### src/rtl/register_file_alu_executor_defines.svh
// Assertion macros shared by the register file executor modules.
// Needs a clock named clk and a synchronous active-high reset named rst in scope.
`ifndef REGISTER_FILE_ALU_EXECUTOR_DEFINES_SVH
`define REGISTER_FILE_ALU_EXECUTOR_DEFINES_SVH

// Same-cycle implication.
`define RFAE_ASSERT_SAME(label, ante, cons, msg) \
  label: assert property (@(posedge clk) disable iff (rst) (ante) |-> (cons)) \
    else $error(msg);

// Next-cycle implication.
`define RFAE_ASSERT_NEXT(label, ante, cons, msg) \
  label: assert property (@(posedge clk) disable iff (rst) (ante) |=> (cons)) \
    else $error(msg);

`endif

### src/rtl/rfae_pkg.sv
// Shared types, constants and helpers for the register file executor.
// No dependencies.
package rfae_pkg;

  localparam int REG_COUNT_DEF = 26;
  localparam int WORD_W        = 32;
  localparam int IDX_W         = 5;
  localparam int OP_W          = 4;
  localparam int DIV_STEPS     = WORD_W;

  typedef logic signed [WORD_W-1:0] word_t;

  typedef enum logic [OP_W-1:0] {
    OP_LOAD     = 4'd0,
    OP_OUTPUT   = 4'd1,
    OP_MOVE     = 4'd2,
    OP_EXCHANGE = 4'd3,
    OP_ADD      = 4'd4,
    OP_SUB      = 4'd5,
    OP_MUL      = 4'd6,
    OP_DIV      = 4'd7,
    OP_MOD      = 4'd8,
    OP_AND      = 4'd9,
    OP_OR       = 4'd10,
    OP_XOR      = 4'd11
  } op_t;

  typedef enum logic [1:0] {
    ST_IDLE,
    ST_EXEC,
    ST_DIV,
    ST_WRITE
  } state_t;

  typedef struct packed {
    logic  done;
    word_t quotient;
    word_t remainder;
  } div_status_t;

  function automatic word_t negate_if(logic neg, word_t v);
    return neg ? -v : v;
  endfunction

endpackage

### src/rtl/register_file_alu_executor.sv
// Channel   Signals                                             Dir
// in        in_valid/in_stall, operation, dest_index,          sink
//           first_source, second_source, load_value
// out       out_valid/out_stall, out_value                      source
//
// Load, move, exchange and the combinational ALU ops pass ST_EXEC, ST_WRITE;
// output waits in ST_EXEC while the output register is still held; divide or
// modulo by zero writes nothing; divide/modulo run the 32-step divider first.
// Registers sit in a 2-read, 1-write memory with registered reads.
// Reset clears per-entry valid bits; an unwritten register reads as zero,
// so no clearing pass is needed. A held result does not block the next item unless it is an output.
// Depends on rfae_pkg, rfae_div and register_file_alu_executor_defines.svh.
`include "register_file_alu_executor_defines.svh"

module register_file_alu_executor #(
  parameter int REG_COUNT = rfae_pkg::REG_COUNT_DEF
) (
  input  logic                         clk,
  input  logic                         rst,
  input  logic                         in_valid,
  output logic                         in_stall,
  input  logic [rfae_pkg::OP_W-1:0]    operation,
  input  logic [rfae_pkg::IDX_W-1:0]   dest_index,
  input  logic [rfae_pkg::IDX_W-1:0]   first_source,
  input  logic [rfae_pkg::IDX_W-1:0]   second_source,
  input  rfae_pkg::word_t              load_value,
  output logic                         out_valid,
  input  logic                         out_stall,
  output rfae_pkg::word_t              out_value
);
  import rfae_pkg::*;

  localparam int ADDR_W = (REG_COUNT > 1) ? $clog2(REG_COUNT) : 1;
  localparam int EXT_W  = ((ADDR_W > IDX_W) ? ADDR_W : IDX_W) + 1;

  function automatic logic in_range(logic [IDX_W-1:0] idx);
    return EXT_W'(idx) < EXT_W'(REG_COUNT);
  endfunction

  function automatic logic [ADDR_W-1:0] to_addr(logic [IDX_W-1:0] idx);
    logic [EXT_W-1:0] ext;
    ext = EXT_W'(idx);
    return ext[ADDR_W-1:0];
  endfunction

  state_t            state;
  state_t            state_next;
  op_t               op_q;
  logic [IDX_W-1:0]  dest_q;
  logic [IDX_W-1:0]  src1_q;
  word_t             imm_q;

  word_t             mem [REG_COUNT];
  logic [REG_COUNT-1:0] reg_valid;
  word_t             rd_a;
  word_t             rd_b;
  logic              rd_a_ok;
  logic              rd_b_ok;
  word_t             opa;
  word_t             opb;
  logic [IDX_W-1:0]  rd_b_idx;

  logic              in_fire;
  logic              wr_en;
  logic [IDX_W-1:0]  wr_idx;
  word_t             wr_data;
  logic              wr_ok;
  logic [ADDR_W-1:0] wr_addr;

  word_t             alu_res;
  word_t             res;
  logic [IDX_W-1:0]  res_idx;
  logic              div_start;
  logic              out_load;
  logic              is_div;
  div_status_t       div_stat;

  assign in_fire  = in_valid && !in_stall;
  assign rd_b_idx = (op_t'(operation) == OP_EXCHANGE) ? dest_index : second_source;
  assign opa      = rd_a_ok ? rd_a : '0;
  assign opb      = rd_b_ok ? rd_b : '0;
  assign is_div   = (op_q == OP_DIV) || (op_q == OP_MOD);
  assign wr_ok    = wr_en && in_range(wr_idx);
  assign wr_addr  = to_addr(wr_idx);

  // Register file: two registered read ports, one write port.
  always_ff @(posedge clk) begin
    if (in_fire) begin
      rd_a    <= mem[to_addr(first_source)];
      rd_b    <= mem[to_addr(rd_b_idx)];
      rd_a_ok <= in_range(first_source) && reg_valid[to_addr(first_source)];
      rd_b_ok <= in_range(rd_b_idx) && reg_valid[to_addr(rd_b_idx)];
    end
    if (wr_ok) begin
      mem[wr_addr] <= wr_data;
    end
  end

  always_ff @(posedge clk) begin
    if (rst) begin
      reg_valid <= '0;
    end else if (wr_ok) begin
      reg_valid[wr_addr] <= 1'b1;
    end
  end

  always_ff @(posedge clk) begin
    if (rst) begin
      state <= ST_IDLE;
    end else begin
      state <= state_next;
    end
  end

  always_ff @(posedge clk) begin
    if (in_fire) begin
      op_q   <= op_t'(operation);
      dest_q <= dest_index;
      src1_q <= first_source;
      imm_q  <= load_value;
    end
  end

  always_comb begin
    unique case (op_q)
      OP_LOAD:     alu_res = imm_q;
      OP_MOVE:     alu_res = opa;
      OP_EXCHANGE: alu_res = opb;
      OP_ADD:      alu_res = opa + opb;
      OP_SUB:      alu_res = opa - opb;
      OP_MUL:      alu_res = opa * opb;
      OP_AND:      alu_res = opa & opb;
      OP_OR:       alu_res = opa | opb;
      OP_XOR:      alu_res = opa ^ opb;
      default:     alu_res = '0;
    endcase
  end

  // Exchange: old destination goes to first_source on the write cycle.
  always_ff @(posedge clk) begin
    if (state == ST_EXEC) begin
      res     <= alu_res;
      res_idx <= (op_q == OP_EXCHANGE) ? src1_q : dest_q;
    end else if (state == ST_DIV && div_stat.done) begin
      res <= (op_q == OP_DIV) ? div_stat.quotient : div_stat.remainder;
    end
  end

  always_comb begin
    state_next = state;
    unique case (state)
      ST_IDLE: begin
        if (in_fire) state_next = ST_EXEC;
      end
      ST_EXEC: begin
        unique case (op_q)
          OP_OUTPUT: state_next = out_load ? ST_IDLE : ST_EXEC;
          OP_DIV, OP_MOD: state_next = (opb == '0) ? ST_IDLE : ST_DIV;
          OP_LOAD, OP_MOVE, OP_EXCHANGE, OP_ADD, OP_SUB, OP_MUL,
          OP_AND, OP_OR, OP_XOR: state_next = ST_WRITE;
          default: state_next = ST_IDLE;
        endcase
      end
      ST_DIV: begin
        if (div_stat.done) state_next = ST_WRITE;
      end
      ST_WRITE: state_next = ST_IDLE;
      default: state_next = ST_IDLE;
    endcase
  end

  always_comb begin
    in_stall  = (state != ST_IDLE);
    div_start = (state == ST_EXEC) && is_div && (opb != '0);
    out_load  = (state == ST_EXEC) && (op_q == OP_OUTPUT) && (!out_valid || !out_stall);
    wr_en     = 1'b0;
    wr_idx    = res_idx;
    wr_data   = res;
    unique case (state)
      ST_EXEC: begin
        if (op_q == OP_EXCHANGE) begin
          wr_en   = 1'b1;
          wr_idx  = dest_q;
          wr_data = opa;
        end
      end
      ST_WRITE: wr_en = 1'b1;
      default: wr_en = 1'b0;
    endcase
  end

  always_ff @(posedge clk) begin
    if (rst) begin
      out_valid <= 1'b0;
    end else if (out_load) begin
      out_valid <= 1'b1;
    end else if (!out_stall) begin
      out_valid <= 1'b0;
    end
  end

  always_ff @(posedge clk) begin
    if (out_load) begin
      out_value <= opa;
    end
  end

  rfae_div u_div (
    .clk      (clk),
    .rst      (rst),
    .start    (div_start),
    .dividend (opa),
    .divisor  (opb),
    .status   (div_stat)
  );

  `RFAE_ASSERT_NEXT(a_accept_exec, in_fire, state == ST_EXEC, "accepted item not executed")
  `RFAE_ASSERT_NEXT(a_div_write, (state == ST_DIV) && div_stat.done, state == ST_WRITE,
                    "divide result not written back")
  `RFAE_ASSERT_NEXT(a_write_valid, wr_ok, reg_valid[$past(wr_addr)],
                    "written register not marked valid")

endmodule

### src/rtl/rfae_div.sv
// Iterative signed divider, one quotient bit per cycle, truncating toward zero.
// Depends on rfae_pkg and register_file_alu_executor_defines.svh.
`include "register_file_alu_executor_defines.svh"

module rfae_div (
  input  logic                clk,
  input  logic                rst,
  input  logic                start,
  input  rfae_pkg::word_t     dividend,
  input  rfae_pkg::word_t     divisor,
  output rfae_pkg::div_status_t status
);
  import rfae_pkg::*;

  localparam int CNT_W = $clog2(DIV_STEPS);

  logic              busy;
  logic              done;
  logic [CNT_W-1:0]  cnt;
  logic [WORD_W-1:0] rem;
  logic [WORD_W-1:0] quo;
  logic [WORD_W-1:0] mag_b;
  logic              neg_q;
  logic              neg_r;
  logic [WORD_W:0]   shifted;
  logic [WORD_W:0]   diff;
  logic              last_step;

  assign shifted   = {rem, quo[WORD_W-1]};
  assign diff      = shifted - {1'b0, mag_b};
  assign last_step = (cnt == CNT_W'(DIV_STEPS - 1));

  always_ff @(posedge clk) begin
    if (rst) begin
      busy <= 1'b0;
      done <= 1'b0;
      cnt  <= '0;
    end else begin
      done <= 1'b0;
      if (start) begin
        busy <= 1'b1;
        cnt  <= '0;
      end else if (busy) begin
        cnt <= cnt + 1'b1;
        if (last_step) begin
          busy <= 1'b0;
          done <= 1'b1;
        end
      end
    end
  end

  // Restoring step on magnitudes; signs fixed up at the output.
  always_ff @(posedge clk) begin
    if (start) begin
      rem   <= '0;
      quo   <= negate_if(dividend[WORD_W-1], dividend);
      mag_b <= negate_if(divisor[WORD_W-1], divisor);
      neg_q <= dividend[WORD_W-1] ^ divisor[WORD_W-1];
      neg_r <= dividend[WORD_W-1];
    end else if (busy) begin
      if (!diff[WORD_W]) begin
        rem <= diff[WORD_W-1:0];
        quo <= {quo[WORD_W-2:0], 1'b1};
      end else begin
        rem <= shifted[WORD_W-1:0];
        quo <= {quo[WORD_W-2:0], 1'b0};
      end
    end
  end

  assign status.done      = done;
  assign status.quotient  = negate_if(neg_q, quo);
  assign status.remainder = negate_if(neg_r, rem);

  `RFAE_ASSERT_NEXT(a_start_busy, start, busy, "divider not busy after start")
  `RFAE_ASSERT_NEXT(a_last_done, busy && last_step && !start, done && !busy,
                    "divider did not finish after last step")
  `RFAE_ASSERT_SAME(a_done_idle, done, !busy, "divider busy while reporting done")

endmodule
### config.mk
export PLATFORM = sky130hd
export DESIGN_NAME = register_file_alu_executor
export DESIGN_NICKNAME = d
export VERILOG_FILES = /design/src/rtl/rfae_pkg.sv /design/src/rtl/register_file_alu_executor.sv /design/src/rtl/rfae_div.sv
export VERILOG_INCLUDE_DIRS = /design/src /design/src/rtl
export SDC_FILE = /design/constraint.sdc
export NUM_CORES = 2
export LEC_CHECK = 0
export BUFFER_PORTS_ARGS = -buffer_cell sky130_fd_sc_hd__buf_2
export CELL_PAD_IN_SITES_DETAIL_PLACEMENT = 0
export CELL_PAD_IN_SITES_GLOBAL_PLACEMENT = 1
export CORE_MARGIN = 3
export CORE_UTILIZATION = 40
export CTS_BUF_LIST = sky130_fd_sc_hd__clkbuf_16
export DETAILED_ROUTE_END_ITERATION = 10
export PLACE_DENSITY = 0.7
export SYNTH_ARGS = -nofsm -noshare
export SYNTH_HDL_FRONTEND = slang
export SYNTH_SLANG_ARGS = --single-unit
### constraint.sdc
create_clock -name clk -period 8.5 [get_ports clk]
set_input_delay 1.7 -clock clk [delete_from_list [all_inputs] [get_ports clk]]
set_output_delay 1.7 -clock clk [all_outputs]
set_load 0.005 [all_outputs]
* Word level (Yosys, flattened, before mapping) *
Memories as Yosys holds them, arrays and structs flattened. A register that Yosys moved wholly into a read port is not among the register bits.
Index checks and enable logic that the tools add are counted.

word-level totals
  input port bits = 55
  output and inout port bits = 34
  memories kept = 1
  logic and storage cells = 132
  RAM bits = 832
  register bits = 251

operators by class
  multiplexer cells = 42
  order comparisons = 7
  reductions and logical operators = 27
  add/subtract/negate cells = 8
  equality and inequality tests = 19
  bitwise logic cells = 6
  multipliers = 1

memories
  name  words  width  read ports  clocked after Yosys merged registers in  wr ports  line                              RTL
  mem   26     32     2           2                                        1         register_file_alu_executor.sv:53  word_t mem [REG_COUNT];

operator list
  kind                  number
  $mux W32              13
  $pmux W32 S9          1
  $neg A32 Y32          4
  $sub A33 B32 Y33      1
  $add A32 B32 Y32      1
  $and A32 B32 Y32      1
  $logic_not A32 Y1     1
  $mul A32 B32 Y32      1
  $or A32 B32 Y32       1
  $reduce_bool A32 Y1   1
  $sub A32 B32 Y32      1
  $xor A32 B32 Y32      1
  $mux W31              1
  $or A26 B26 Y26       1
  $mux W5               4
  $lt A5 B6 Y1 const B  3
  $eq A4 B3 Y1 const B  4
  $eq A4 B4 Y1 const B  4
  $lt A5 B5 Y1 const B  3
  $mux W1               14
  $eq A4 B2 Y1 const B  3
  $bmux W1 S5           2
  $logic_and A1 B1 Y1   10
  $reduce_or A9 Y1      1
  23 further kinds      33

* Depth between registers and ports, before layout *
  depth after elaboration = 8
  depth in mapped cells = 34

* By module *
From an unflattened synthesis, not the netlist that was laid out.

second synthesis, totals
  cells, all modules = 6258
  area total of the unflattened synthesis = 75768.9 um^2

modules (own cells, without submodules)
  module                      times used  seq. area each (um^2)  area each (um^2)  cells an instance
  register_file_alu_executor  1           30999.7                67282.0           5252
  rfae_div                    1           2762.6                 8486.9            1006

* Worst setup path after synthesis *
OpenSTA, ideal clock, no wires.

  path kind = register -> register
  start = register rd_a_ok
  end = register res[31] (data pin)
  library setup time = 0.275 ns
  arrival = 8.066 ns
  cell stages (with the launch flop) = 32
  buffers on the path = 5
  data required time = 8.225 ns
  path slack = 0.159 ns
  cell sequence = edfxtp_1 > clkbuf_1 > clkbuf_1 > buf_1 > and2_1 > clkbuf_1 > clkinv_1 > buf_1 > nor2_1 > fa_1 > fa_1 > fa_1 > inv_1 > fa_1 > inv_1 > fa_1 > inv_1 > fa_1 > inv_1 > fa_1 > fa_1 > ha_1 > and3_1 > a211o_1 > a41o_1 > nand2_1 > o21ai_0 > o31ai_1 > o21ai_0 > xnor2_1 > a221oi_1 > o221ai_1

on the way
  cells in the longest elaborated chain, start to end = 4
  elaborated cells on any way between the ends = 9
  those cells by class = add/sub: 2; mul: 1; mux: 3; bitwise: 3

ends and longest elaborated chain
  element                                   line                               RTL
  start, declared                           register_file_alu_executor.sv:57   logic rd_a_ok;
  start signal, assigned                    register_file_alu_executor.sv:91   rd_a_ok <= in_range(first_source) && reg_valid[to_addr(first_source)];
  $mux W32 (*)                              register_file_alu_executor.sv:80   assign opa = rd_a_ok ? rd_a : '0;
  named net opa[9]                          register_file_alu_executor.sv:59   word_t opa;
  $mul A32 B32 Y32 (tied with other cells)  register_file_alu_executor.sv:131  OP_MUL: alu_res = opa * opb;
  $pmux W32 S9 (*)                          register_file_alu_executor.sv:125  unique case (op_q)
  $mux W32 (*)                              register_file_alu_executor.sv:141  if (state == ST_EXEC) begin
  end signal, assigned                      register_file_alu_executor.sv:142  res <= alu_res;
  end signal, assigned                      register_file_alu_executor.sv:145  res <= (op_q == OP_DIV) ? div_stat.quotient : div_stat.remainder;
  end, declared                             register_file_alu_executor.sv:71   word_t res;

Mark *: on every way through the listed nets, which the timed path passes. The rest lies on a longest branch.
A chain may end at the register's enable or synchronous reset.

* Worst setup path after layout *
  start = register rd_b[2] (read register of mem)
  end = register res[26] (data pin)

on the way
  cells in the longest elaborated chain, start to end = 4
  elaborated cells on any way between the ends = 6
  those cells by class = add/sub: 2; mul: 1; mux: 3

ends and longest elaborated chain
  element                                   line                               RTL
  start, declared                           register_file_alu_executor.sv:56   word_t rd_b;
  $mux W32 (*)                              register_file_alu_executor.sv:81   assign opb = rd_b_ok ? rd_b : '0;
  $mul A32 B32 Y32 (tied with other cells)  register_file_alu_executor.sv:131
  $pmux W32 S9 (*)                          register_file_alu_executor.sv:125
  $mux W32 (*)                              register_file_alu_executor.sv:141

Mark *: on every way between the ends. The rest lies on a longest branch, timed or not.

==> flow_metrics.tcl <==
set metrics [dict create \
    port_buffers 88 \
    setup_viol 0 \
    worstHoldStart "src1_q[0]" \
    r2r_cells 26 \
    nFillCells 16900 \
    antenna_found_initial 18 \
    synth.avg_cell_area_um2 12.0 \
    min_path_type "reg -> reg" \
    finalCriticalPeriod_ns 8.23 \
    hold_violations 0 \
    synthFlopType "edfxtp_1" \
    reg2reg_to "res[26]" \
    grt_usage 0.284 \
    synth_area_um2 75100 \
    first_pass_iters 7 \
    totalWireLength_um 274000 \
    root_buffer "clkbuf_16" \
    start_util 0.404 \
    clk_latency_ns 0.82 \
    cts_htree_levels 4 \
    vias 53700 \
    min_to "res_idx[0]" \
    synthArstFlopShare 0 \
    synth_enable_flop_cells 1079 \
    final-seq-area_um2 33800 \
    peakVddDrop_mv 0.259 \
    rsz0062_at_grt "true" \
    dieWidth_um 439 \
    cp.required_ns 9.06 \
    yosysTopAreaCellShare 0.431 \
    rows 158 \
    r2r_slack_ns 0.27 \
    syn-num-nets 6991 \
    timing.setup.tns_ns 0 \
    drt_iter0_markers 6166 \
    max_freq_mhz 122 \
    synth_top_cell_by_area "edfxtp_1" \
    multi_input_area_um2 38500 \
    hold_slack_ns 0.492 \
    relSlewSlack 0.0441 \
    crit_fanout 6 \
    layout-drive-gt1-share 0.184 \
    core_area_um2 186000 \
    status "finished, final reports clean" \
    cts_tree "yes" \
    yosys_warnings 0 \
    post-route-drc-count 0 \
    cts_sinks 1147 \
    endpoint_kind "register" \
    cts_inserted_buffers 132 \
    critPathKind "reg -> reg" \
    holdPathStages 2 \
    cap_violations 0 \
    grt_max_degree 126 \
    startpoint_type "register" \
    wl_per_cell_um 30.3 \
    cts.reportedPaths.clkPinSlew_ns 0.07 \
    die-area_um2 193000 \
    fin_area_um2 85200 \
    die_h_um 439 \
    yosysUniqueCellTypes 70 \
    yosys_register_bits 1147 \
    drv_slew 0 \
    postRouteAntennaNets 0 \
    ctsLongestPathBuffers 3 \
    grt_pass1_wl_um 392000 \
    syn_inst 6253 \
    num-nets-final 7176 \
    tightest_slew_ns 1.42 \
    fin_worst_skew_ns 0.0506 \
    ys_seq_area_frac 0.449 \
    grt_pass1_vias 53700 \
    p_leak_nw 32.1 \
    powerDensity_nw_per_um2 233 \
    dp_hpwl_um 189000 \
    ys_top_cells_by_area "edfxtp_1 43%, mux4_2 13%, fa_1 11%" \
    finalCritPeriodShare 0.968 \
    place.gp.congestion 1.01 \
    vias_per_cell 5.95 \
    place_area_um2 80700 \
    ios 89 \
    cp.arrival_ns 8.79 \
    grt_overflow 0 \
    r2r-start "rd_b[2]" \
    area_growth_pct 13.4 \
]
==> worst max-delay path: stages, from the launching register on <==
cell and delay (ns):
edfxtp_1 0.58, and2_4 0.24, clkinvlp_4 0.19, buf_8 0.20
buf_4 0.17, nor2_2 0.11, fa_1 0.44, fa_1 0.50
inv_1 0.05, fa_1 0.51, fa_1 0.57, inv_1 0.06
fa_1 0.48, fa_1 0.59, fa_1 0.45, fa_1 0.46
ha_1 0.33, buf_4 0.16, and3_1 0.21, a211o_1 0.27
a21oi_1 0.13, o21ai_0 0.09, buf_4 0.18, xor2_1 0.41
a21oi_1 0.22, a2bb2oi_1 0.18, o21ai_0 0.17
==> power by group <==
part | leakage, nW | internal, mW | total, mW | switching, mW
clock | 2.16 | 3.20 | 5.69 | 2.49
sequential | 10.4 | 6.59 | 6.92 | 0.333
combinational | 19.6 | 2.72 | 7.26 | 4.54
==> placed cells by master (no fill, tap or decap), types with 23 or more instances in the layout <==
cell and instances:
edfxtp_1 1079, nand2_1 753, nor2_1 560, inv_1 543, mux4_2 423, fa_1 407, buf_4 315, ha_1 273
a21oi_1 239, o21ai_0 213, xnor2_1 212, nand3_1 163, clkbuf_16 136, buf_2 84, xor2_1 70, dfxtp_1 67
nor2b_1 56, and2_1 56, mux2i_1 51, clkinv_1 49, o31ai_1 48, a21o_1 47, o22ai_1 45, a211oi_1 41
a221oi_1 40, a31oi_1 39, mux2_2 36, nand2b_1 35, buf_12 29, or3_1 24, nor3_1 23, o21ai_2 23
==> cells by family (layout without fill, tap and decap cells) <==
group	after synthesis	in the layout	synth area share
other	0	5	0
XOR/XNOR	284	284	0.0331
multiplexers	518	518	0.140
flip-flops	1147	1147	0.449
adder cells (fa/ha/maj)	687	687	0.155
AND/OR/NAND/NOR	1797	1797	0.103
buffers and inverters	927	1220	0.0463
AO/OA/AOI/OAI	893	893	0.0733
==> cells in the mapped netlist, types with 42 or more instances <==
library cell and instances:
ha_1 274, clkbuf_1 291, edfxtp_1 1079, o31ai_1 50
nand3_1 164, a21o_1 47, mux2i_1 55, a31oi_1 42
nand2_1 757, xnor2_1 214, fa_1 409, a21oi_1 243
nor2_1 583, and2_1 58, mux4_2 423, o22ai_1 45
xor2_1 70, inv_1 527, dfxtp_1 68, buf_1 92
nor2b_1 65, o21ai_0 251
==> flip-flops by register name (all words and copies together), names as in the netlist, 26 cells and up, named ones only <==
signal       flops
imm_q           32
reg_valid       26
u_div.quo       32
out_value       32
u_div.mag_b     32
u_div.rem       32
rd_a            32
rd_b            32
res             32
mem            832
==> layer usage <==
layer,vias up,wire (µm),global-route usage,share of wire
met5,-,49,0,0.00018
met4,6,15800,0.138,0.058
met3,640,22800,0.0487,0.083
met2,2655,128000,0.451,0.47
met1,27600,108000,0.377,0.39
li1,22800,-,-,-
==> worst max path at each step <==
stage	slack (ns)	to	start	cells past startpoint
2_1_floorplan	0.16	res[31]	rd_a_ok	31
3_3_place_gp	-0.08	res[30]	rd_b[2]	28
3_5_place_dp	-0.09	res[30]	rd_b[2]	30
4_1_cts	0.007	res[31]	rd_b[2]	28
5_1_grt	-0.04	res[31]	rd_b[2]	28
6_report	0.27	res[26]	rd_b[2]	26
==> cell type report <==
cell class | count | share of cell area
Sequential cell | 1147 | 0.396
Clock buffer | 135 | 0.0396
Timing Repair Buffer | 434 | 0.0406
Multi-Input combinational cell | 4179 | 0.452
Clock inverter | 107 | 0.0112
Tap cell | 2480 | 0.0364
Antenna cell | 5 | 0.000147
Inverter | 544 | 0.0241
==> what timing repair did <==
action                                  4_1_cts  5_1_grt
endpoints found under the setup margin        1        8
cloned                                        0        1
pin swaps                                     0        4
buffers inserted                              0        4
hold buffers                                  0        0
gates resized for setup                       1       33
==> per-stage QoR <==
step           worst slack [ns]  utilization  std cells  power [mW]
6_report                  0.271        0.458       9031        19.9
4_1_cts                 0.00675        0.457       9021        19.8
3_3_place_gp            -0.0756        0.434       8779        14.0
2_1_floorplan             0.159            -       6253        11.0
5_1_grt                 -0.0403        0.458       9026        20.8
3_5_place_dp            -0.0862        0.434       8779        14.0
Note: power is estimated with default switching activity, not from simulation.
